**src/design/tql_pkg.sv**
```systemverilog
// ----------------------------------------------------------------------------
// tql_pkg
// Types, field layout and constants of the tabular Q-learning agent.
// ----------------------------------------------------------------------------
`timescale 1ns / 1ps

package tql_pkg;

  localparam int NUM_ACTIONS = 5;
  localparam logic [2:0] ACT_LAST = 3'd4;

  localparam int STATE_W  = 10;
  localparam int ACT_W    = 3;
  localparam int Q_W      = 32;
  localparam int RAND_W   = 16;
  localparam int CFG_W    = 17;
  localparam int CNT_W    = 32;
  localparam int MOD_K_W  = 4;
  localparam int MOD_CMP_W = 26;

  // input tdata layout
  localparam int IN_STATE_LO = 0;
  localparam int IN_ACT_LO   = 10;
  localparam int IN_REW_LO   = 13;
  localparam int IN_NEXT_LO  = 45;
  localparam int IN_CD_BIT   = 55;
  localparam int IN_CS_BIT   = 56;
  localparam int IN_CSR_BIT  = 57;
  localparam int IN_DRAW_LO  = 58;
  localparam int IN_PICK_LO  = 74;
  localparam int IN_TDATA_W  = 96;

  // output tdata layout
  localparam int OUT_USED_W  = ACT_W + Q_W + CNT_W;
  localparam int OUT_TDATA_W = 72;
  localparam int OUT_PAD_W   = OUT_TDATA_W - OUT_USED_W;

  // configuration register indexes
  localparam int CFG_IDX_W = 2;
  localparam logic [CFG_IDX_W-1:0] REG_ALPHA   = 2'd0;
  localparam logic [CFG_IDX_W-1:0] REG_GAMMA   = 2'd1;
  localparam logic [CFG_IDX_W-1:0] REG_EVAL    = 2'd2;
  localparam logic [CFG_IDX_W-1:0] REG_EPSILON = 2'd3;

  localparam logic [CFG_W-1:0] ONE_Q16       = 17'h10000;
  localparam logic [CFG_W-1:0] ALPHA_RST     = 17'd6554;
  localparam logic [CFG_W-1:0] GAMMA_RST     = 17'd62259;
  localparam logic [CFG_W-1:0] EPSILON_RST   = 17'd6554;

  // request kinds on tuser
  localparam logic REQ_DECIDE = 1'b0;
  localparam logic REQ_LEARN  = 1'b1;

  typedef struct packed {
    logic [CFG_W-1:0] alpha;
    logic [CFG_W-1:0] gamma;
    logic             eval_mode;
    logic [CFG_W-1:0] epsilon;
  } cfg_t;

  typedef struct packed {
    logic               load;
    logic               mod_en;
    logic [MOD_K_W-1:0] mod_k;
    logic               clr_en;
    logic               rd_en;
    logic               rd_max;
    logic [ACT_W-1:0]   rd_act;
    logic               mul_g;
    logic               tgt_en;
    logic               mul_a;
    logic               wr_en;
    logic               res_en;
  } cmd_t;

  typedef struct packed {
    logic clr_done;
    logic req_learn;
    logic act_ok;
    logic is_term;
    logic explore;
    logic out_busy;
  } sts_t;

  function automatic logic [CFG_W-1:0] sat_one(logic [CFG_W-1:0] v);
    return (v > ONE_Q16) ? ONE_Q16 : v;
  endfunction

  // shift-subtract steps needed to fold a 10-bit index below n
  function automatic int mod_steps(int n);
    int c;
    c = 0;
    for (int k = 0; k < STATE_W; k++) begin
      if ((n << k) < (1 << STATE_W)) begin
        c = c + 1;
      end
    end
    return c;
  endfunction

endpackage

```
**src/design/tql_ctrl.sv**
```systemverilog
// ----------------------------------------------------------------------------
// tql_ctrl
// Sequencer: table clear after reset, index folding, table reads, update
// steps and result hand-off.
// ----------------------------------------------------------------------------
`timescale 1ns / 1ps

module tql_ctrl #(
  parameter int MOD_STEPS = 0
) (
  input  logic          clk_i,
  input  logic          rst_ni,
  input  logic          s_tvalid_i,
  output logic          s_tready_o,
  input  tql_pkg::sts_t sts_i,
  output tql_pkg::cmd_t cmd_o
);

  localparam logic [tql_pkg::MOD_K_W-1:0] MOD_TOP = tql_pkg::MOD_K_W'(MOD_STEPS - 1);

  typedef enum logic [3:0] {
    ST_CLEAR,
    ST_IDLE,
    ST_MOD,
    ST_DISPATCH,
    ST_MAX_RD,
    ST_MAX_WAIT,
    ST_GMUL,
    ST_TGT,
    ST_AMUL,
    ST_WRITE,
    ST_RESULT
  } state_e;

  state_e                       state_q;
  logic [tql_pkg::MOD_K_W-1:0]  cnt_q;

  assign s_tready_o = state_q == ST_IDLE;

  always_comb begin
    cmd_o        = '0;
    cmd_o.mod_k  = cnt_q;
    cmd_o.rd_act = cnt_q[tql_pkg::ACT_W-1:0];
    unique case (state_q)
      ST_CLEAR:    cmd_o.clr_en = 1'b1;
      ST_IDLE:     cmd_o.load   = s_tvalid_i;
      ST_MOD:      cmd_o.mod_en = 1'b1;
      ST_MAX_RD: begin
        cmd_o.rd_en  = 1'b1;
        cmd_o.rd_max = 1'b1;
      end
      ST_GMUL: begin
        cmd_o.mul_g = 1'b1;
        cmd_o.rd_en = 1'b1;
      end
      ST_TGT:      cmd_o.tgt_en = 1'b1;
      ST_AMUL:     cmd_o.mul_a  = 1'b1;
      ST_WRITE:    cmd_o.wr_en  = 1'b1;
      ST_RESULT:   cmd_o.res_en = !sts_i.out_busy;
      default: ;
    endcase
  end

  always_ff @(posedge clk_i or negedge rst_ni) begin
    if (!rst_ni) begin
      state_q <= ST_CLEAR;
      cnt_q   <= '0;
    end else begin
      unique case (state_q)
        ST_CLEAR: begin
          if (sts_i.clr_done) begin
            state_q <= ST_IDLE;
          end
        end
        ST_IDLE: begin
          if (s_tvalid_i) begin
            cnt_q   <= MOD_TOP;
            state_q <= (MOD_STEPS > 0) ? ST_MOD : ST_DISPATCH;
          end
        end
        ST_MOD: begin
          if (cnt_q == '0) begin
            state_q <= ST_DISPATCH;
          end else begin
            cnt_q <= cnt_q - tql_pkg::MOD_K_W'(1);
          end
        end
        ST_DISPATCH: begin
          cnt_q <= '0;
          priority if (sts_i.req_learn && !sts_i.act_ok) begin
            state_q <= ST_RESULT;
          end else if (sts_i.req_learn && sts_i.is_term) begin
            state_q <= ST_GMUL;
          end else if (!sts_i.req_learn && sts_i.explore) begin
            state_q <= ST_RESULT;
          end else begin
            state_q <= ST_MAX_RD;
          end
        end
        ST_MAX_RD: begin
          if (cnt_q[tql_pkg::ACT_W-1:0] == tql_pkg::ACT_LAST) begin
            state_q <= ST_MAX_WAIT;
          end else begin
            cnt_q <= cnt_q + tql_pkg::MOD_K_W'(1);
          end
        end
        ST_MAX_WAIT: state_q <= sts_i.req_learn ? ST_GMUL : ST_RESULT;
        ST_GMUL:     state_q <= ST_TGT;
        ST_TGT:      state_q <= ST_AMUL;
        ST_AMUL:     state_q <= ST_WRITE;
        ST_WRITE:    state_q <= ST_RESULT;
        ST_RESULT: begin
          if (!sts_i.out_busy) begin
            state_q <= ST_IDLE;
          end
        end
        default:     state_q <= ST_IDLE;
      endcase
    end
  end

endmodule

```
**config.mk**
```make
export PLATFORM = sky130hd
export DESIGN_NAME = tql_ctrl
export DESIGN_NICKNAME = d
export VERILOG_FILES = /design/src/design/tql_pkg.sv /design/src/design/tql_ctrl.sv
export SDC_FILE = /design/constraint.sdc
export NUM_CORES = 1
export LEC_CHECK = 0
export ABC_CLOCK_PERIOD_IN_PS = 2009
export BUFFER_PORTS_ARGS = -buffer_cell sky130_fd_sc_hd__buf_4
export CAP_MARGIN = 5
export CORE_ASPECT_RATIO = 1.5
export CORE_UTILIZATION = 39
export CTS_CLUSTER_SIZE = 14
export DETAILED_ROUTE_END_ITERATION = 6
export PLACE_DENSITY = 0.67
export SLEW_MARGIN = 10
export SYNTH_ARGS = -nofsm -noshare
export SYNTH_HDL_FRONTEND = slang
export SYNTH_SLANG_ARGS = --single-unit
export TNS_END_PERCENT = 5
```
**constraint.sdc**
```tcl
create_clock -name clk_i -period 2.01 [get_ports clk_i]
set_input_delay 0.201 -clock clk_i [delete_from_list [all_inputs] [get_ports clk_i]]
set_output_delay 0.201 -clock clk_i [all_outputs]
set_load 0.01 [all_outputs]
```
==> impl_metrics.yaml <==
timing:
  setup_tns_ps: 0
  fin_ws_ps: 47.89
  hold_viol: 0
  maxSlewHeadroom: 0.7384
  fin_crit_ps: 1962
  rsz0062_at_grt: "true"
  final_max_slew_viol_count: 0
  period_share: 0.9762
  tightest_slew_ps: 391.0
  finalSetupViolCount: 0
  clock.fmax_mhz: 509.7
  fin_skew_ps: 10.47
setup_path:
  crit_chain: "or4b_4 -> clkinv_8 -> xnor2_2 -> ha_1 -> nor4b_2 -> nor2_1 -> nor2_1 -> a21oi_1"
  criticalPathCategory: "reg -> reg"
  r2r_end: "cnt_q[1]$_DFFE_PN0P_"
  crit_slowest_cell: "or4b_4"
  worst-r2r-cell-count: 8
  crit_end: "cnt_q[1]$_DFFE_PN0P_"
  critPathLaunchType: "flip-flop"
  max_stage_delay_ps: 610
  critical_path.top_delay_family: "simple AND/OR/NAND/NOR gates"
  rrSetupSlack_ps: 50
  cp_max_fo: 3
  critPathArrivalTime_ps: 2100
  cp_num_cells: 8
  crit_path_frequent_cell: "nor2_1"
  path_buf_inv: 1
  cp-startpoint: "state_q[0]$_DFFE_PN0P_"
  r2r-start: "state_q[0]$_DFFE_PN0P_"
  worst_ep_required_time_ps: 2150
  endpoint_kind: "flip-flop"
routing:
  viasPerCell: 5.747
  wl_per_cell_um: 14.05
  firstDrtPassIters: 5
  drcViolationCount: 0
  drt_wl_total_um: 2108
  ant_nets: 0
  drt_iter0_markers: 11
  num_vias: 862
global_routing:
  grt.total_usage: 0.2193
  overflow: 0
  antenna_found_initial: 0
  grt_pass1_vias: 806
  grt_pass1_wl_um: 3567
  grt_max_degree: 21
yosys:
  synth_top_area_cell: "dfrtp_1"
  synth_xor_area_frac: 0.02141
  syn_area_sq_um: 818.3
  ys_ff_latch: 8
  synth-simple-area-share: 0.2966
  synth_top_family_by_area: "simple AND/OR/NAND/NOR gates"
  yosys-top-cells-area: "dfrtp_1 24%, nor2_1 6.9%, a21oi_1 4.9%, o21ai_0 4.3%, clkbuf_1 3.2%"
  synthAdderAreaFrac: 0.03058
  synth_ff_type: "dfrtp_1"
  ys_seq_area_frac: 0.2446
  yosysUniqueCellTypes: 40
  syn_area_per_cell_sq_um: 7.945
  synth_compound_area_frac: 0.2829
  synth_most_common_cell: "nor2_1"
  yosysTopAreaCellShare: 0.2446
  yosys-mux-area-fraction: 0.01223
  yosysWarnings: 0
  synth_top_cells_by_count: "15 x nor2_1, 8 x a21oi_1, 8 x dfrtp_1"
  ys_async_sr_fraction: 1.000
  synth_cells: 103
  synth-edff-count: 0
  synth_nets: 114
die:
  start_util: 0.4303
  die_h_um: 58.10
  die_area_sq_mm: 0.002289
  fp.dieW_um: 39.40
  fp-row-count: 19
  ioPinCount: 27
  core_sq_mm: 0.001902
cells_and_area:
  fill_cells: 191
  area_growth_pct: 33.79
  antennaDiodeCount: 0
  drive_above_1_share: 0.3488
  multiInputGateArea_sq_um: 556.8
  final_util: 0.5757
  ff_latch_area_sq_um: 200.2
  final_nets: 142
job:
  drv_cap: 0
pwr:
  p_sw_mw: 0.8174
  seqPwrFrac: 0.196
  max-vdd-ir-drop_mv: 0.7488
  internal_power_mw: 0.9037
  clkPwrFrac: 0.074
  swShare: 0.4749
  leakage_nw: 0.4825
  combPwrFrac: 0.729
  power_density_mw_per_mm2: 1572
clock_tree:
  cts_tree: "done"
  clkLatencyLatePin_ps: 260
  cts-root-buf: "clkbuf_4"
  cts_max_level: 1
  cts.sinks: 8
  cts.clk_slew.worst_paths_ps: 60
  numCtsBuffers: 3
  cts_max_path_buffers: 2
placement:
  gp_congestion: 0.7488
  port_buffers: 26
  hpwl_um: 1522
  dp_slack_ps: -118.5
outcome:
  outcome: "finished, final reports clean"
min_path:
  min_path_type: "in -> async"
[power groups by stage]
stage / sequential (mW) / clock, mW / combinational, mW
finish: 0.338 / 0.128 / 1.26
global route: 0.346 / 0.143 / 1.40
CTS: 0.333 / 0.133 / 1.25
detailed placement: 0.331 / 0 / 1.21
global placement: 0.327 / 0 / 1.19
floorplan: 0.333 / 0 / 0.837
[per-layer routing]
layer	GRT usage	vias to the layer above	wire length, um
met2	0.3770	25	1102
met4	0.09360	0	42
li1	-	423	-
met3	0.04598	4	74
met1	0.2464	410	889
met5	0	-	0
[sequential cells by signal (all words and copies together), names as in the netlist]
register and flops:
cnt_q 4, state_q 4
[per-stage QoR]
step	instances	total power, mW	hold slack (ps)	cell area [sq um]
floorplan	103	1.170	-94.59	818.3
global route	150	1.887	301.1	1095
CTS	150	1.714	288.3	1087
finish	150	1.721	304.1	1095
detailed placement	146	1.545	29.89	1032
global placement	146	1.517	27.14	1032
[placed cells by master (no fill, tap or decap), types with 2 or more instances in the layout]
cell type  synthesis  routed
buf_4              3      33
nor3_1             5       5
dfrtp_1            8       8
nand2b_1           4       4
nor2_1            15      15
a31oi_1            3       3
nand2_1            4       4
a211oi_1           2       2
inv_1              4       4
o21ai_0            7       7
o21a_1             2       2
a21oi_1            8       8
clkbuf_4           0       3
nor3b_1            3       3
[cells by family after synthesis]
logic type | count (synthesis)
fa+ha+maj | 2
buf+inv | 16
xor+xnor | 2
compound gates | 32
simple gates | 42
mux | 1
flops | 8
[final cells by class]
class,count,share of cell area
flip-flops and latches,8,0.1829
clock buffers,3,0.02057
multi-input cells,79,0.5086
repair buffers,34,0.2354
inverters,5,0.02857
well taps,21,0.02400
[worst min-delay path by stage]
| stage | startpoint | endpoint | slack, ps | depth (start not counted) |
|---|---|---|---|---|
| after floorplan | rst_ni | cnt_q[0]$_DFFE_PN0P_ | -90 | 0 |
| after global placement | rst_ni | state_q[2]$_DFFE_PN0P_ | 30 | 1 |
| after detailed placement | rst_ni | state_q[3]$_DFFE_PN0P_ | 30 | 1 |
| after CTS | rst_ni | state_q[1]$_DFFE_PN0P_ | 290 | 2 |
| after global routing | rst_ni | cnt_q[0]$_DFFE_PN0P_ | 300 | 2 |
| final | rst_ni | cnt_q[0]$_DFFE_PN0P_ | 300 | 2 |
[repair_timing]
| item | in CTS | in global routing |
|---|---|---|
| endpoints found under the setup margin | 2 | 2 |
| hold buffers | 1 | 0 |
| gates resized for setup | 3 | 1 |
| pin swaps | 1 | 1 |
| setup buffers | 0 | 0 |
| endpoints found under the hold margin | 8 | 0 |
(Power assumes the default switching activity.)
