<file path="src/design/tql_pkg.sv">
// ----------------------------------------------------------------------------
// tql_pkg
// Types, field layout and constants of the tabular Q-learning agent.
// ----------------------------------------------------------------------------
`timescale 1ns / 1ps

package tql_pkg;

  localparam int NUM_ACTIONS = 5;
  localparam logic [2:0] ACT_LAST = 3'd4;

  localparam int STATE_W  = 10;
  localparam int ACT_W    = 3;
  localparam int Q_W      = 32;
  localparam int RAND_W   = 16;
  localparam int CFG_W    = 17;
  localparam int CNT_W    = 32;
  localparam int MOD_K_W  = 4;
  localparam int MOD_CMP_W = 26;

  // input tdata layout
  localparam int IN_STATE_LO = 0;
  localparam int IN_ACT_LO   = 10;
  localparam int IN_REW_LO   = 13;
  localparam int IN_NEXT_LO  = 45;
  localparam int IN_CD_BIT   = 55;
  localparam int IN_CS_BIT   = 56;
  localparam int IN_CSR_BIT  = 57;
  localparam int IN_DRAW_LO  = 58;
  localparam int IN_PICK_LO  = 74;
  localparam int IN_TDATA_W  = 96;

  // output tdata layout
  localparam int OUT_USED_W  = ACT_W + Q_W + CNT_W;
  localparam int OUT_TDATA_W = 72;
  localparam int OUT_PAD_W   = OUT_TDATA_W - OUT_USED_W;

  // configuration register indexes
  localparam int CFG_IDX_W = 2;
  localparam logic [CFG_IDX_W-1:0] REG_ALPHA   = 2'd0;
  localparam logic [CFG_IDX_W-1:0] REG_GAMMA   = 2'd1;
  localparam logic [CFG_IDX_W-1:0] REG_EVAL    = 2'd2;
  localparam logic [CFG_IDX_W-1:0] REG_EPSILON = 2'd3;

  localparam logic [CFG_W-1:0] ONE_Q16       = 17'h10000;
  localparam logic [CFG_W-1:0] ALPHA_RST     = 17'd6554;
  localparam logic [CFG_W-1:0] GAMMA_RST     = 17'd62259;
  localparam logic [CFG_W-1:0] EPSILON_RST   = 17'd6554;

  // request kinds on tuser
  localparam logic REQ_DECIDE = 1'b0;
  localparam logic REQ_LEARN  = 1'b1;

  typedef struct packed {
    logic [CFG_W-1:0] alpha;
    logic [CFG_W-1:0] gamma;
    logic             eval_mode;
    logic [CFG_W-1:0] epsilon;
  } cfg_t;

  typedef struct packed {
    logic               load;
    logic               mod_en;
    logic [MOD_K_W-1:0] mod_k;
    logic               clr_en;
    logic               rd_en;
    logic               rd_max;
    logic [ACT_W-1:0]   rd_act;
    logic               mul_g;
    logic               tgt_en;
    logic               mul_a;
    logic               wr_en;
    logic               res_en;
  } cmd_t;

  typedef struct packed {
    logic clr_done;
    logic req_learn;
    logic act_ok;
    logic is_term;
    logic explore;
    logic out_busy;
  } sts_t;

  function automatic logic [CFG_W-1:0] sat_one(logic [CFG_W-1:0] v);
    return (v > ONE_Q16) ? ONE_Q16 : v;
  endfunction

  // shift-subtract steps needed to fold a 10-bit index below n
  function automatic int mod_steps(int n);
    int c;
    c = 0;
    for (int k = 0; k < STATE_W; k++) begin
      if ((n << k) < (1 << STATE_W)) begin
        c = c + 1;
      end
    end
    return c;
  endfunction

endpackage

</file>
<file path="src/design/tql_cfg.sv">
// ----------------------------------------------------------------------------
// tql_cfg
// Configuration registers: alpha, gamma, evaluation mode, epsilon.
// ----------------------------------------------------------------------------
`timescale 1ns / 1ps

module tql_cfg (
  input  logic                               clk_i,
  input  logic                               rst_ni,
  input  logic                               cfg_valid_i,
  output logic                               cfg_ready_o,
  input  logic [tql_pkg::CFG_IDX_W-1:0]      cfg_index_i,
  input  logic [tql_pkg::CFG_W-1:0]          cfg_data_i,
  output tql_pkg::cfg_t                      cfg_o
);

  tql_pkg::cfg_t cfg_q;

  assign cfg_ready_o = 1'b1;
  assign cfg_o       = cfg_q;

  always_ff @(posedge clk_i or negedge rst_ni) begin
    if (!rst_ni) begin
      cfg_q.alpha     <= tql_pkg::ALPHA_RST;
      cfg_q.gamma     <= tql_pkg::GAMMA_RST;
      cfg_q.eval_mode <= 1'b0;
      cfg_q.epsilon   <= tql_pkg::EPSILON_RST;
    end else if (cfg_valid_i) begin
      unique case (cfg_index_i)
        tql_pkg::REG_ALPHA:   cfg_q.alpha     <= tql_pkg::sat_one(cfg_data_i);
        tql_pkg::REG_GAMMA:   cfg_q.gamma     <= tql_pkg::sat_one(cfg_data_i);
        tql_pkg::REG_EVAL:    cfg_q.eval_mode <= cfg_data_i[0];
        tql_pkg::REG_EPSILON: cfg_q.epsilon   <= tql_pkg::sat_one(cfg_data_i);
        default: ;
      endcase
    end
  end

endmodule

</file>
<file path="config.mk">
export PLATFORM = sky130hd
export DESIGN_NAME = tql_cfg
export DESIGN_NICKNAME = d
export VERILOG_FILES = /design/src/design/tql_pkg.sv /design/src/design/tql_cfg.sv
export SDC_FILE = /design/constraint.sdc
export NUM_CORES = 1
export LEC_CHECK = 0
export BUFFER_PORTS_ARGS = -buffer_cell sky130_fd_sc_hd__buf_2
export CAP_MARGIN = 5
export CORE_MARGIN = 3
export CORE_UTILIZATION = 51
export DETAILED_ROUTE_END_ITERATION = 7
export GPL_TIMING_DRIVEN = 0
export MAX_ROUTING_LAYER = met4
export PLACE_DENSITY = 0.88
export SLEW_MARGIN = 10
export SYNTH_ARGS = -nofsm -noshare
export SYNTH_HDL_FRONTEND = slang
export SYNTH_SLANG_ARGS = --single-unit
</file>
<file path="constraint.sdc">
create_clock -name clk_i -period 1 [get_ports clk_i]
set_input_delay 0.15 -clock clk_i [delete_from_list [all_inputs] [get_ports clk_i]]
set_output_delay 0.15 -clock clk_i [all_outputs]
set_load 0.1 [all_outputs]
</file>
==> key figures, run 1 <==
Synthesis
  – Net Count, Synth: 259
  – Post-Synthesis Cell Area: about 0.0024 mm2
  – Post-synthesis register bit count: 52
  – Gate Count Post-Synth: 237
  – Mean area per synthesized cell: roughly 10 um2
  – Number of unique standard cell types used by synthesis: 23
  – Synth warn: 0
  – Sequential share of the synthesized area: between 50 and 60%

Clock network
  – Clock buffers created by TritonCTS: 5
  – Clk buf depth: 2
  – # clock sinks: 52
  – Cell at the root of the clock tree: sky130_fd_sc_hd__clkbuf_8
  – CTS H-Tree Depth: 2
  – Hold-fix buffer count after cts: 0

Floorplanning
  – I/O pin count: 75
  – Std-Cell Rows: 24
  – Initial Util: around 54%
  – Die extent in y: roughly 75 um
  – Die width: about 75 um

Placement
  – Pre-CTS setup slack: -0.443 ns
  – DP Wirelength: 4.35 mm
  – Weighted congestion at the end of routability-driven global placement: 0.843
  – Count of port buffers added during placement: 70

Run status
  – First logged error message: [ERROR DPL-0033] detailed placement checks failed during check placement.
  – Last stage the flow got to: global routing
  – Result of the run: stopped before the end

Global routing
  – Maximum number of pins on one net before global-route repair: 53
  – Number of antenna violations at the first check in global routing: 0

Timing
  – Type of pin the worst path ends at: top-level output
  – End pin of the worst setup path after global-route repair: cfg_o[31]
-- Yosys cell counts (all sizes together) --
cell,count,area (um2)
nand4b,1,8.76
and3b,1,8.76
nand4bb,1,11.3
buf,11,76.3
nand3b,2,15.0
nand3,1,5.00
clkbuf,5,21.3
and3,1,6.26
a21oi,48,353
nand4,1,6.26
nor4,4,85.1
dfstp,24,631
nand2,102,383
dfrtp,28,701
mux2,1,11.3
nor3b,1,12.5
a41oi,3,48.8
or3b,1,8.76
conb,1,3.75
-- kinds of logic after synthesis --
family	Yosys count	synth area share [%]
simple gates	116	23.0
flops	52	55.6
compound gates	51	16.8
buf+inv	16	4.07
mux	1	0.470
other cells	1	0.157
-- stage by stage --
step | cell area, um2 | instances | setup TNS (ns) | util [%]
after detailed placement | 3010 | 359 | -28.50 | 67.7
after global placement | 3010 | 359 | -27.04 | 67.7
after floorplan | 2590 | 237 | -3.67 | -
after CTS | 4020 | 387 | -8.40 | 90.5
-- repair_timing --
| item | in CTS |
|---|---|
| endpoints found under the hold margin | 0 |
| resized for setup | 202 |
| endpoints found under the setup margin | 86 |
| pin swaps | 7 |
| setup buffers | 17 |
| cloned | 3 |
==> run 2: changes to the inputs <==
--- a/config.mk
+++ b/config.mk
@@ -8,11 +8,10 @@
 export BUFFER_PORTS_ARGS = -buffer_cell sky130_fd_sc_hd__buf_2
 export CAP_MARGIN = 5
 export CORE_MARGIN = 3
-export CORE_UTILIZATION = 51
+export CORE_UTILIZATION = 40
 export DETAILED_ROUTE_END_ITERATION = 7
 export GPL_TIMING_DRIVEN = 0
-export MAX_ROUTING_LAYER = met4
-export PLACE_DENSITY = 0.88
+export PLACE_DENSITY_LB_ADDON = 0.15
 export SLEW_MARGIN = 10
 export SYNTH_ARGS = -nofsm -noshare
 export SYNTH_HDL_FRONTEND = slang
==> run 2 against run 1 <==
The flow now finishes, with violations (negative hold slack, negative setup slack). Synthesized area is the same. Synthesized cell count is the same.
==> key figures, run 2 <==
Power
  – Proportion of power drawn by combinational gates: between 50% and 60%
  – Switching power total: 3950 uW
  – Total power: between 8000 and 9000 uW
  – Clock network power share: 14.6%
  – Total power divided by cell area: 2050 mW/mm2
  – Total internal power: 4760 uW
  – Fraction of power consumed by sequential logic: between 30 and 40%
  – Switching power share of the total: 45.3%
  – Lkg Pwr: 0.00173 uW
  – Maximum resistive drop on vdd: 1.14 mV

Cells and area
  – Final net count: roughly 360
  – Commonest non-fill, non-tap cells in the layout: 93 x sky130_fd_sc_hd__nand2_1, 49 x sky130_fd_sc_hd__buf_12, 42 x sky130_fd_sc_hd__a21oi_2
  – Area Growth Syn to Fin: 77.8%
  – Most frequent standard cell in the layout excluding fill and tap cells: sky130_fd_sc_hd__nand2_1
  – Ant diodes: 0
  – Proportion of layout cells with a drive suffix above 1: 68.4%
  – Number of flip-flops in the largest register: 52

Synthesis
  – Most instantiated flip-flop cell in the synthesis netlist: sky130_fd_sc_hd__dfrtp_1
  – Net Count, Synth: 259 (unchanged)
  – Synth Area in Simple Gates: 23.0% (unchanged)
  – Gate Count Post-Synth: 237 (unchanged)
  – Mean area per synthesized cell: 10.1 um2 (unchanged)
  – Combinational family with the most area after synthesis: simple AND/OR/NAND/NOR gates
  – Number of unique standard cell types used by synthesis: 23 (unchanged)
  – Post-synthesis mux area share: 0.470% (unchanged)
  – Area contributors post-synth: sky130_fd_sc_hd__dfrtp_1 29%, sky130_fd_sc_hd__dfstp_2 26%, sky130_fd_sc_hd__nand2_1 16%, sky130_fd_sc_hd__a21oi_2 11%, sky130_fd_sc_hd__a21oi_1 3.8%
  – Commonest cells in the synthesized netlist: 102 x sky130_fd_sc_hd__nand2_1, 30 x sky130_fd_sc_hd__a21oi_2, 28 x sky130_fd_sc_hd__dfrtp_1
  – Sequential share of the synthesized area: 55.6% (unchanged)
  – Post-Synthesis Cell Area: 0.00240 mm2 (unchanged)
  – Area share of the largest cell type after synthesis: 29.2% (unchanged)
  – Compound-Gate Fraction of Synth Area: 16.8% (unchanged)
  – Synth warn: 0 (unchanged)
  – Number of enable flip-flop cells after synthesis: 0 (unchanged)
  – Post-synthesis register bit count: 52 (unchanged)
  – Async set-or-reset flop fraction in the synthesized netlist: 100% (unchanged)
  – Adder-cell share of the synthesized area: 0% (unchanged)
  – Library cell occupying the most area in the post-synthesis netlist: sky130_fd_sc_hd__dfrtp_1
  – Post-Synth XOR/XNOR Area: 0% (unchanged)
  – Most frequent cell after synthesis: sky130_fd_sc_hd__nand2_1

Global routing
  – Vias in the first global route: 2124
  – Number of antenna violations at the first check in global routing: 0
  – Overall overflow remaining after global route: 0
  – First-pass GRT wire length: 11.2 mm
  – Maximum number of pins on one net before global-route repair: 53
  – Total Routing Usage GR: 20.0%

Worst setup path
  – CP max stage cell: sky130_fd_sc_hd__dfstp_4
  – Signal arrival time at the worst endpoint: around 1.1 ns
  – Launching point of the worst reg2reg path: cfg_o[43]$_DFFE_PN1P_
  – Worst R2R Path Depth: 3
  – Worst Path Required: 0.85 ns
  – Kind of start point of the critical path: register
  – Worst setup path class: register to primary output
  – Endpoint of the worst-slack reg-to-reg timing path: cfg_o[43]$_DFFE_PN1P_
  – Critical path endpoint category: primary output
  – Reg2Reg Setup Slack: 0.04 ns
  – Cell type group with the largest total delay on the critical path: flip-flops
  – Cell breakdown of the critical path: buf_12
  – Crit-path max cell delay: 0.65 ns
  – Worst setup path startpoint: cfg_o[19]$_DFFE_PN1P_
  – Critical path fanouts, max: 2
  – CP Buf/Inv Count: 1

Timing
  – Count of pins over their slew limit: 0
  – Max Freq: 780 MHz
  – Skew final: 0 ns
  – Final hold viol count: 28
  – Headroom to the max-slew limit: 55.4%
  – Fin crit share: 128%
  – Final Hold Slack: -0.131 ns
  – Final WS setup: -0.282 ns
  – RSZ-0062 raised after global routing: true
  – Total of endpoints with negative setup slack in the final report: 65
  – Final period demand of the worst path: ~1.3 ns
  – Worst Max-Slew Pin Slew: 0.669 ns

Detailed routing
  – Average vias per placed instance: roughly 5.2
  – Via Count: 2150
  – Pre-Repair DR Iteration Count: 4
  – Count of routing violations after the opening detailed-route iteration: approximately 110
  – Wire length per cell: 16.8 um
  – Remaining number of nets flagged by the antenna check after routing: 0
  – Final Routed Wirelength: 6.97 mm
  – Remaining routing DRC violations: 0

Clock network
  – CTS clk-pin slew, worst paths: 0.10 ns
  – Cell at the root of the clock tree: sky130_fd_sc_hd__clkbuf_8
  – # clock sinks: 52 (unchanged)
  – Clock network latency to the later pin of the worst-skew pair: 0.31 ns
  – Hold-fix buffer count after cts: 0 (unchanged)
  – TritonCTS clock tree: yes
  – Clock buffers created by TritonCTS: 5 (unchanged)
  – Clk buf depth: 2 (unchanged)
  – CTS H-Tree Depth: 2 (unchanged)

Worst hold path
  – Hold Path Class: input port to async pin

Placement
  – Count of port buffers added during placement: 70 (unchanged)
  – Pre-CTS setup slack: -0.474 ns (-0.0313 ns)
  – Weighted congestion at the end of routability-driven global placement: 0.749 (-11%)
  – DP Wirelength: 4.49 mm (+3.1%)

Floorplanning
  – Die width: 83.4 um (+12%)
  – I/O pin count: 75 (unchanged)
  – DIE AREA: 0.00695 mm2
  – Initial Util: 42.5% (-11 points)
  – Core Box Area: about 0.0056 mm2
  – Die extent in y: 83.4 um (+12%)
  – Std-Cell Rows: 27 (+13%)

Run status
  – Result of the run: complete, but fails checks
  – Violated checks: negative hold slack, negative setup slack

Run
  – Max-cap violations: 0
run 2: cell counts after synthesis:
Identical to the previous run, type by type.
run 2: what timing repair did:
item | in CTS | in global routing
hold endpoints to repair | 0 | 28
endpoints found under the setup margin | 86 | 100
resized for setup | 194 | 52
cloned | 3 | 0
setup buffers | 20 | 4
pin swaps | 7 | 4
run 2: how the worst max path moves through the flow:
stage	end	depth (start not counted)	slack [ns]
detailed placement	cfg_o[10]$_DFFE_PN0P_	5	-0.47
finish	cfg_o[19]	1	-0.28
floorplan	cfg_o[40]$_DFFE_PN0P_	6	-0.15
global route	cfg_o[22]	1	-0.31
global placement	cfg_o[6]$_DFFE_PN0P_	5	-0.45
CTS	cfg_o[3]	1	-0.28
run 2: kinds of logic after synthesis:
| family | Yosys count |
|---|---|
| other cells | 1 |
| mux | 1 |
| compound gates | 51 |
| buf+inv | 16 |
| simple gates | 116 |
| flops | 52 |
run 2: stage by stage:
| stage | cell area [um2] | setup TNS, ns | utilization [%] | instances |
|---|---|---|---|---|
| after floorplan | 2590 | -3.67 | - | 237 |
| after global placement | 3030 | -30.77 | 53.8 | 379 |
| after detailed placement | 3030 | -30.76 | 53.8 | 379 |
| after CTS | 4040 | -8.56 | 71.5 | 410 |
| after global routing | 4260 | -11.18 | 75.5 | 414 |
| final | 4260 | -8.41 | 75.5 | 414 |
run 2: area by class of cell:
type | count | area, um2
Sequential cell | 52 | 1460
Clock buffer | 7 | 86.3
Timing Repair Buffer | 97 | 1370
Buffer | 16 | 140
Clock inverter | 1 | 8.76
Multi-Input combinational cell | 169 | 1100
Tap cell | 72 | 90.1
Fill cell | 362 | 1380
run 2: power by group through the flow:
stage	clock network, uW	logic (uW)	registers, uW
floorplan	0	510	5120
global placement	0	3310	2820
CTS	1300	4280	2960
global route	1400	4600	3010
finish	1270	4460	2970
detailed placement	0	3330	2830
run 2: metal layers:
layer	global-route usage, %	wire, um
met5	0	0
met4	3.12	42
met3	5.26	387
met2	33.4	3540
met1	26.5	2990
(Power assumes the default switching activity.)
